File: src/slot_bitmap_allocator_macros.svh
// ---------------------------------------------------------------------------
// slot_bitmap_allocator assertion macros
// Property check wrappers shared by the allocator modules.
// ---------------------------------------------------------------------------
`ifndef SLOT_BITMAP_ALLOCATOR_MACROS_SVH
`define SLOT_BITMAP_ALLOCATOR_MACROS_SVH

`ifndef ASSERT_OFF
`define SBA_ASSERT(name, clk, rst, prop, msg) \
   name: assert property (@(posedge clk) disable iff (rst) prop) else $error(msg);
`define SBA_ASSERT_NEVER(name, clk, rst, expr, msg) \
   name: assert property (@(posedge clk) disable iff (rst) !(expr)) else $error(msg);
`else
`define SBA_ASSERT(name, clk, rst, prop, msg)
`define SBA_ASSERT_NEVER(name, clk, rst, expr, msg)
`endif

`endif

File: src/sba_pkg.sv
`timescale 1ns / 1ps
// ---------------------------------------------------------------------------
// sba_pkg
// Types, sizes and field layout of the slot bitmap allocator.
// ---------------------------------------------------------------------------
package sba_pkg;

   localparam int NUM_SLOTS = 80;
   localparam int IDX_W     = $clog2(NUM_SLOTS);
   localparam int MARK_W    = $clog2(NUM_SLOTS + 1);

   localparam int REQ_IDX_W  = 8;
   localparam int SLOT_W     = 7;
   localparam int HW_W       = 7;

   localparam int REQ_USER_W = 2;
   localparam int START_LSB  = 0;
   localparam int DIR_BIT    = START_LSB + REQ_IDX_W;
   localparam int FREE_LSB   = DIR_BIT + 1;
   localparam int REQ_DATA_W = 24;
   localparam int RSP_DATA_W = 16;

   typedef enum logic [REQ_USER_W-1:0] {
      ACT_ALLOC = 2'd0,
      ACT_FREE  = 2'd1,
      ACT_CLEAR = 2'd2
   } action_type;

   typedef enum logic [1:0] {
      ST_IDLE,
      ST_DISPATCH,
      ST_SCAN,
      ST_COMMIT
   } state_type;

   typedef struct packed {
      logic load;
      logic scan;
      logic commit;
   } dp_cmd_type;

   typedef struct packed {
      logic is_scan;
      logic scan_done;
   } dp_sts_type;

endpackage

File: src/slot_bitmap_allocator.sv
`timescale 1ns / 1ps
// ---------------------------------------------------------------------------
// slot_bitmap_allocator
// Free-slot allocator over a used-bit map with a high-water mark.
// ---------------------------------------------------------------------------
// Usage:
//   req channel: tuser carries the action (allocate, free, clear all);
//   tdata carries start index, search direction and free index.
//   rsp channel: one item per request with the granted slot (zero unless
//   allocate) and the high-water mark after the request.
// Timing:
//   Free, clear-all and unused codes go from dispatch straight to commit,
//   as does allocate with start past the slot count. A searching allocate
//   probes 1 to 80 slots in the scan, which reads one used bit per cycle
//   from the map.
//   The next item is accepted the cycle after the result is committed.
// Reset:
//   Synchronous, active high. All slots free, mark zero, no item pending.
// Stall:
//   A result waits in the output register while rsp_tready is low; a new
//   item may be accepted meanwhile, but its commit holds until the output
//   register is taken.
// ---------------------------------------------------------------------------
module slot_bitmap_allocator (
   input  logic                            clock,
   input  logic                            reset,
   input  logic                            req_tvalid,
   output logic                            req_tready,
   // [7:0] start_index, [8] search_down, [16:9] free_index, [23:17] zero
   input  logic [sba_pkg::REQ_DATA_W-1:0]  req_tdata,
   // [1:0] action
   input  logic [sba_pkg::REQ_USER_W-1:0]  req_tuser,
   output logic                            rsp_tvalid,
   input  logic                            rsp_tready,
   // [6:0] slot, [13:7] high_water, [15:14] zero
   output logic [sba_pkg::RSP_DATA_W-1:0]  rsp_tdata
);
   import sba_pkg::*;

   dp_cmd_type cmd;
   dp_sts_type sts;

   sba_ctrl u_ctrl (
      .clock      (clock),
      .reset      (reset),
      .req_tvalid (req_tvalid),
      .req_tready (req_tready),
      .rsp_tvalid (rsp_tvalid),
      .rsp_tready (rsp_tready),
      .cmd        (cmd),
      .sts        (sts)
   );

   sba_datapath u_datapath (
      .clock     (clock),
      .reset     (reset),
      .req_tdata (req_tdata),
      .req_tuser (req_tuser),
      .cmd       (cmd),
      .sts       (sts),
      .rsp_tdata (rsp_tdata)
   );

endmodule

File: src/sba_datapath.sv
`timescale 1ns / 1ps
// ---------------------------------------------------------------------------
// sba_datapath
// Used-bit memory, scan pipeline, high-water mark and result register.
// ---------------------------------------------------------------------------
`include "slot_bitmap_allocator_macros.svh"

module sba_datapath (
   input  logic                             clock,
   input  logic                             reset,
   input  logic [sba_pkg::REQ_DATA_W-1:0]   req_tdata,
   input  logic [sba_pkg::REQ_USER_W-1:0]   req_tuser,
   input  sba_pkg::dp_cmd_type              cmd,
   output sba_pkg::dp_sts_type              sts,
   output logic [sba_pkg::RSP_DATA_W-1:0]   rsp_tdata
);
   import sba_pkg::*;

   // request fields
   action_type            action_ff;
   logic [REQ_IDX_W-1:0]  start_ff;
   logic                  down_ff;
   logic [REQ_IDX_W-1:0]  fidx_ff;

   // scan pipeline
   logic [IDX_W-1:0]      scan_idx_ff;
   logic                  issue_en_ff;
   logic [IDX_W-1:0]      probe_idx_ff;
   logic                  probe_last_ff;
   logic                  probe_vld_ff;
   logic                  rd_mem_ff;
   logic                  rd_valid_ff;
   logic                  probe_used;
   logic                  scan_end;
   logic                  rd_en;

   // state
   logic                  used_mem [NUM_SLOTS];
   logic [NUM_SLOTS-1:0]  valid_ff;
   logic [NUM_SLOTS-1:0]  valid_in;
   logic [MARK_W-1:0]     mark_ff;
   logic [MARK_W-1:0]     mark_in;
   logic [IDX_W-1:0]      slot_ff;

   // commit
   logic                  wr_en;
   logic [IDX_W-1:0]      wr_addr;
   logic                  wr_data;
   logic [SLOT_W-1:0]     rsp_slot_ff;
   logic [SLOT_W-1:0]     rsp_slot_in;
   logic [HW_W-1:0]       rsp_mark_ff;

   assign probe_used = rd_valid_ff & rd_mem_ff;
   assign scan_end   = down_ff ? (scan_idx_ff == '0)
                               : (scan_idx_ff == IDX_W'(NUM_SLOTS - 1));
   assign rd_en      = cmd.scan && issue_en_ff;

   assign sts.is_scan   = (action_ff == ACT_ALLOC) && (start_ff < REQ_IDX_W'(NUM_SLOTS));
   assign sts.scan_done = probe_vld_ff && (!probe_used || probe_last_ff);

   assign rsp_tdata = RSP_DATA_W'({rsp_mark_ff, rsp_slot_ff});

   always_ff @(posedge clock) begin
      if (cmd.load) begin
         action_ff <= action_type'(req_tuser);
         start_ff  <= req_tdata[START_LSB +: REQ_IDX_W];
         down_ff   <= req_tdata[DIR_BIT];
         fidx_ff   <= req_tdata[FREE_LSB +: REQ_IDX_W];
      end
   end

   always_ff @(posedge clock) begin
      if (reset) begin
         issue_en_ff  <= 1'b0;
         probe_vld_ff <= 1'b0;
      end else if (cmd.load) begin
         issue_en_ff  <= 1'b1;
         probe_vld_ff <= 1'b0;
      end else if (cmd.scan) begin
         probe_vld_ff <= issue_en_ff;
         if (issue_en_ff && scan_end) begin
            issue_en_ff <= 1'b0;
         end
      end
   end

   always_ff @(posedge clock) begin
      if (cmd.load) begin
         scan_idx_ff <= req_tdata[START_LSB +: IDX_W];
      end else if (rd_en && !scan_end) begin
         scan_idx_ff <= down_ff ? scan_idx_ff - IDX_W'(1) : scan_idx_ff + IDX_W'(1);
      end
      if (rd_en) begin
         probe_idx_ff  <= scan_idx_ff;
         probe_last_ff <= scan_end;
         rd_valid_ff   <= valid_ff[scan_idx_ff];
      end
      if (cmd.load) begin
         slot_ff <= IDX_W'(NUM_SLOTS - 1);
      end else if (cmd.scan && sts.scan_done) begin
         slot_ff <= probe_idx_ff;
      end
   end

   always_ff @(posedge clock) begin
      if (cmd.commit && wr_en) begin
         used_mem[wr_addr] <= wr_data;
      end
      if (rd_en) begin
         rd_mem_ff <= used_mem[scan_idx_ff];
      end
   end

   always_comb begin
      wr_en       = 1'b0;
      wr_addr     = slot_ff;
      wr_data     = 1'b1;
      valid_in    = valid_ff;
      mark_in     = mark_ff;
      rsp_slot_in = '0;
      case (action_ff)
         ACT_ALLOC: begin
            wr_en             = 1'b1;
            valid_in[slot_ff] = 1'b1;
            rsp_slot_in       = SLOT_W'(slot_ff);
            if (MARK_W'(slot_ff) >= mark_ff) begin
               mark_in = MARK_W'(slot_ff) + MARK_W'(1);
            end
         end
         ACT_FREE: begin
            if ((fidx_ff < REQ_IDX_W'(mark_ff)) && (fidx_ff < REQ_IDX_W'(NUM_SLOTS))) begin
               wr_en   = 1'b1;
               wr_addr = fidx_ff[IDX_W-1:0];
               wr_data = 1'b0;
               if (fidx_ff + REQ_IDX_W'(1) == REQ_IDX_W'(mark_ff)) begin
                  mark_in = MARK_W'(fidx_ff);
               end
            end
         end
         ACT_CLEAR: begin
            valid_in = '0;
            mark_in  = '0;
         end
         default: begin
         end
      endcase
   end

   always_ff @(posedge clock) begin
      if (reset) begin
         valid_ff <= '0;
         mark_ff  <= '0;
      end else if (cmd.commit) begin
         valid_ff <= valid_in;
         mark_ff  <= mark_in;
      end
   end

   always_ff @(posedge clock) begin
      if (cmd.commit) begin
         rsp_slot_ff <= rsp_slot_in;
         rsp_mark_ff <= HW_W'(mark_in);
      end
   end

   `SBA_ASSERT(a_mark_range, clock, reset, mark_ff <= MARK_W'(NUM_SLOTS), "mark beyond slot count")
   `SBA_ASSERT(a_probe_range, clock, reset, probe_vld_ff |-> (probe_idx_ff < IDX_W'(NUM_SLOTS)), "probe index out of range")
   `SBA_ASSERT(a_alloc_mark, clock, reset, (cmd.commit && action_ff == ACT_ALLOC) |=> (mark_ff > MARK_W'($past(slot_ff))), "mark not above granted slot")

endmodule

File: src/sba_ctrl.sv
`timescale 1ns / 1ps
// ---------------------------------------------------------------------------
// sba_ctrl
// Sequencer for the allocator: accept, dispatch, scan, commit.
// ---------------------------------------------------------------------------
`include "slot_bitmap_allocator_macros.svh"

module sba_ctrl (
   input  logic                 clock,
   input  logic                 reset,
   input  logic                 req_tvalid,
   output logic                 req_tready,
   output logic                 rsp_tvalid,
   input  logic                 rsp_tready,
   output sba_pkg::dp_cmd_type  cmd,
   input  sba_pkg::dp_sts_type  sts
);
   import sba_pkg::*;

   state_type state_ff;
   state_type state_in;
   logic      rsp_tvalid_ff;
   logic      out_free;

   assign out_free   = !rsp_tvalid_ff || rsp_tready;
   assign rsp_tvalid = rsp_tvalid_ff;

   always_comb begin
      state_in = state_ff;
      case (state_ff)
         ST_IDLE: begin
            if (req_tvalid) begin
               state_in = ST_DISPATCH;
            end
         end
         ST_DISPATCH: begin
            state_in = sts.is_scan ? ST_SCAN : ST_COMMIT;
         end
         ST_SCAN: begin
            if (sts.scan_done) begin
               state_in = ST_COMMIT;
            end
         end
         ST_COMMIT: begin
            if (out_free) begin
               state_in = ST_IDLE;
            end
         end
         default: begin
            state_in = ST_IDLE;
         end
      endcase
   end

   always_comb begin
      req_tready = 1'b0;
      cmd        = '0;
      case (state_ff)
         ST_IDLE: begin
            req_tready = 1'b1;
            cmd.load   = req_tvalid;
         end
         ST_SCAN: begin
            cmd.scan = 1'b1;
         end
         ST_COMMIT: begin
            cmd.commit = out_free;
         end
         default: begin
         end
      endcase
   end

   always_ff @(posedge clock) begin
      if (reset) begin
         state_ff      <= ST_IDLE;
         rsp_tvalid_ff <= 1'b0;
      end else begin
         state_ff <= state_in;
         if (cmd.commit) begin
            rsp_tvalid_ff <= 1'b1;
         end else if (rsp_tready) begin
            rsp_tvalid_ff <= 1'b0;
         end
      end
   end

   `SBA_ASSERT_NEVER(a_commit_over_full, clock, reset, cmd.commit && rsp_tvalid_ff && !rsp_tready, "commit over unread item")
   `SBA_ASSERT(a_valid_from_commit, clock, reset, $rose(rsp_tvalid_ff) |-> $past(state_ff == ST_COMMIT), "item raised outside commit")

endmodule

File: config.mk
export PLATFORM = sky130hd
export DESIGN_NAME = slot_bitmap_allocator
export DESIGN_NICKNAME = d
export VERILOG_FILES = /design/src/sba_pkg.sv /design/src/slot_bitmap_allocator.sv /design/src/sba_datapath.sv /design/src/sba_ctrl.sv
export VERILOG_INCLUDE_DIRS = /design/src /design/src/src
export SDC_FILE = /design/constraint.sdc
export NUM_CORES = 1
export LEC_CHECK = 0
export BUFFER_PORTS_ARGS = -buffer_cell sky130_fd_sc_hd__buf_2
export CELL_PAD_IN_SITES_DETAIL_PLACEMENT = 0
export CELL_PAD_IN_SITES_GLOBAL_PLACEMENT = 1
export CORE_MARGIN = 3
export CORE_UTILIZATION = 45
export CTS_CLUSTER_DIAMETER = 40
export DETAILED_ROUTE_END_ITERATION = 8
export PLACE_DENSITY = 0.77
export SLEW_MARGIN = 20
export SYNTH_ARGS = -nofsm -noshare
export SYNTH_HDL_FRONTEND = slang
export SYNTH_SLANG_ARGS = --single-unit
File: constraint.sdc
create_clock -name clock -period 6.9 [get_ports clock]
set_input_delay 0.345 -clock clock [delete_from_list [all_inputs] [get_ports clock]]
set_output_delay 0.345 -clock clock [all_outputs]
set_load 0.01 [all_outputs]
==> key figures <==
Status
  • Run status: finished clean

Yosys
  • Share of the yosys chip area belonging to registers: 0.553
  • Cell taking the most area after synthesis: edfxtp_1
  • Avg Cell Area, Syn: 11.3 um2
  • Yosys synthesis warning count: 0
  • Most instantiated flip-flop cell in the synthesis netlist: edfxtp_1
  • Proportion of register bits with asynchronous set or reset after synthesis: 0
  • Most area-consuming cells after synthesis: edfxtp_1 36%, dfxtp_1 19%, mux4_2 11%, nor2_1 7.5%, a21oi_1 4.8%
  • Syn Inst Count: 920
  • Share of the synthesized area in the top cell type: 0.363
  • Distinct cell type count of the synthesized netlist: 60
  • EDFF count, synth: 126
  • Netlist area before placement: 0.0104 mm2
  • Register bit count reported by yosys: 225

Critical path
  • Crit Path Category: flop to flop
  • Required time worst endpoint: 7.18 ns
  • Worst R2R Path Depth: 6
  • Startpoint type of the worst setup path: flop
  • Maximum net fanout on the critical path: 25
  • CP Launch Point: u_datapath.scan_idx_ff[0]
  • Worst flop-to-flop path startpoint: u_datapath.scan_idx_ff[0]
  • Worst reg-to-reg setup slack: 3.54 ns
  • Capturing element type of the critical path: flop
  • Capturing element of the worst setup path: u_datapath.rd_mem_ff
  • Arrival time worst endpoint: 3.64 ns
  • Crit Reg-Reg Endpoint: u_datapath.rd_mem_ff

Route
  • DR WL/cell: 18.7 um
  • DR vias/cell: 5.64
  • Via count: 7230
  • WL final: 23.9 mm
  • Post-route ant nets: 0
  • Pre-Repair DR Iteration Count: 5
  • DRC violation total after the first TritonRoute iteration: 618
  • Number of remaining DRC errors: 0

CTS
  • Clk pin slew, worst setup/hold paths: 0.06 ns
  • Clock Path Buffers: 3
  • CTS H-Tree Depth: 1
  • Count of buffers added by post-CTS timing repair for setup: 0
  • Sinks on the clock net: 225
  • Root buffer selected by CTS: clkbuf_16
  • Number of buffers added by the clock tree synthesis step: 29
  • Worst-skew pair later-pin latency: 0.54 ns
  • Clock tree from TritonCTS: yes

Layout
  • Commonest non-fill, non-tap cell in the layout: nor2_1
  • Antenna diode count: 0
  • Commonest cells after routing, fill and taps aside: 209 x nor2_1, 126 x edfxtp_1, 99 x dfxtp_1
  • Number of non-filler instances in the completed layout: 1282
  • Filler cell count in the final layout: 2039
  • Area of combinational cells with multiple inputs: 0.00435 mm2
  • Area occupied by registers: 0.00577 mm2
  • Net count, final: 1032
  • Fraction of layout cells with a size suffix above 1: 0.179
  • Synthesis-to-finish area growth: 15.5%

Floorplan
  • Number of placed I/O pins: 48
  • Chip Width: 158 um
  • Total number of placement rows: 55
  • Vertical die dimension: 158 um
  • Die Outline Area: 0.0250 mm2
  • Total core area: 0.0227 mm2
  • Starting Density: 0.459

STA
  • Maximum clock rate: 0.297 GHz
  • Final worst setup slack: 3.54 ns
  • Pins Over Slew Limit: 0
  • Final setup violating endpoints: 0
  • Part of the cycle the worst path needs: 0.488
  • Setup repair after global routing missed its margin: false
  • Final min period: 3.36 ns
  • Number of hold violations in the final report: 0
  • Worst-margin pin slew: 1.15 ns
  • Worst slew margin relative to its limit: 0.231
  • Worst clock skew: 0.0110 ns
  • Post-Route Setup TNS: 0 ns

Job
  • Max-cap violations: 0

Global route
  • Sum of overflow across all layers after global routing: 0
  • Number of antenna violations at the first check in global routing: 0
  • Total global routing track utilization: 0.194
  • Pin count of the biggest net entering global routing: 81
  • First-pass GRT wire length: 38.0 mm
  • Vias in the first global route: 7048

Placed design
  • Cell Count Post-Placement: 1215
  • Pre-CTS setup slack: 3.44 ns
  • GP Congestion: 0.813
  • Number of I/O port buffers: 38
  • Final HPWL from detailed placement: 15.2 mm

Min path
  • Worst hold path class: primary input to flop

Pwr
  • Power density relative to cell area: 329 mW/mm2
  • Largest voltage drop on the vdd net: 182 uV
  • Overall power consumption: 3960 uW
  • Leakage power figure: 0.00409 uW
through the flow:
step	hold WS (ns)	cell area (um2)	utilization
2_1_floorplan	0.414	10400	-
3_3_place_gp	0.437	10900	0.480
3_5_place_dp	0.446	10900	0.480
4_1_cts	0.0875	12000	0.530
5_1_grt	0.117	12000	0.530
6_report	0.105	12000	0.530
synth_stat cells, types with 5 or more instances:
master / number
o21a_1: 6
a21o_1: 5
nor4_1: 8
nand2_1: 45
nor3_1: 25
xnor2_1: 7
nand2b_1: 11
mux2i_1: 12
ha_1: 25
a21oi_1: 99
xor2_1: 8
a221oi_1: 5
mux4_2: 50
inv_1: 24
a211oi_1: 6
mux2_2: 13
and2_1: 6
buf_2: 10
a31oi_1: 12
clkbuf_1: 31
dfxtp_1: 99
o21ai_0: 15
nor2_1: 209
edfxtp_1: 126
nand3_1: 6
worst min path at each step:
stage / startpoint / end / slack (ns) / cells after the start
floorplan: reset / u_datapath.mark_ff[0] / 0.41 / 1
global placement: u_datapath.probe_idx_ff[6] / u_datapath.slot_ff[6] / 0.44 / 2
detailed placement: u_datapath.probe_idx_ff[1] / u_datapath.slot_ff[1] / 0.45 / 2
CTS: rsp_tready / u_ctrl.rsp_tvalid / 0.09 / 4
global route: rsp_tready / u_ctrl.rsp_tvalid / 0.12 / 4
finish: rsp_tready / u_ctrl.rsp_tvalid / 0.11 / 4
sequential cells by signal, summed over array words and instances (netlist names):
signal	count
u_datapath.slot_ff	7
u_datapath.rd_valid_ff	1
u_datapath.down_ff	1
u_datapath.mark_ff	7
u_datapath.rsp_mark_ff	7
u_datapath.probe_vld_ff	1
u_datapath.action_ff	2
u_datapath.probe_last_ff	1
u_datapath.issue_en_ff	1
u_datapath.valid_ff	80
u_datapath.rd_mem_ff	1
u_datapath.fidx_ff	8
u_datapath.start_ff	4
u_ctrl.state_ff	2
u_datapath.scan_idx_ff	7
u_datapath.used_mem	80
u_datapath.rsp_slot_ff	7
u_ctrl.rsp_tvalid	1
u_datapath.probe_idx_ff	7
logic make-up after synthesis:
family	Yosys count	share of synthesized area
mux	75	0.134
xor+xnor	15	0.0126
flops	225	0.553
simple gates	326	0.134
compound gates	176	0.102
fa+ha+maj	26	0.0319
buf+inv	76	0.0312
other cells	1	0.000360
what timing repair did:
item | 4_1_cts | 5_1_grt
hold endpoints to repair | 15 | 0
hold buffers | 15 | 0
resized for setup | 0 | 0
worst max-delay path: stages (launching register included):
cell and delay [ns]:
edfxtp_1 0.32, buf_4 0.35, buf_4 0.51, mux4_2 0.57
mux4_2 0.53, mux4_2 0.50, mux2_2 0.29
report_power, final:
| group | internal (uW) | total (uW) | switching [uW] |
|---|---|---|---|
| registers | 1530 | 1650 | 118 |
| logic | 366 | 843 | 477 |
| clock network | 905 | 1470 | 563 |
| total | 2800 | 3960 | 1160 |
per-layer routing:
metal,part of all wire,wire length [um],up-vias,track usage
li1,-,-,3491,-
met1,0.44,10600,3534,0.259
met2,0.48,11600,152,0.330
met3,0.043,1020,53,0.0246
met4,0.030,716,0,0.0610
met5,0,0,-,0
layout make-up:
class	instances	area share
Inverter	27	0.00842
Multi-Input combinational cell	620	0.362
Tap cell	285	0.0296
Clock buffer	35	0.0665
Timing Repair Buffer	73	0.0408
Sequential cell	225	0.479
Clock inverter	17	0.0138
Power figures use the tool's default switching activity.
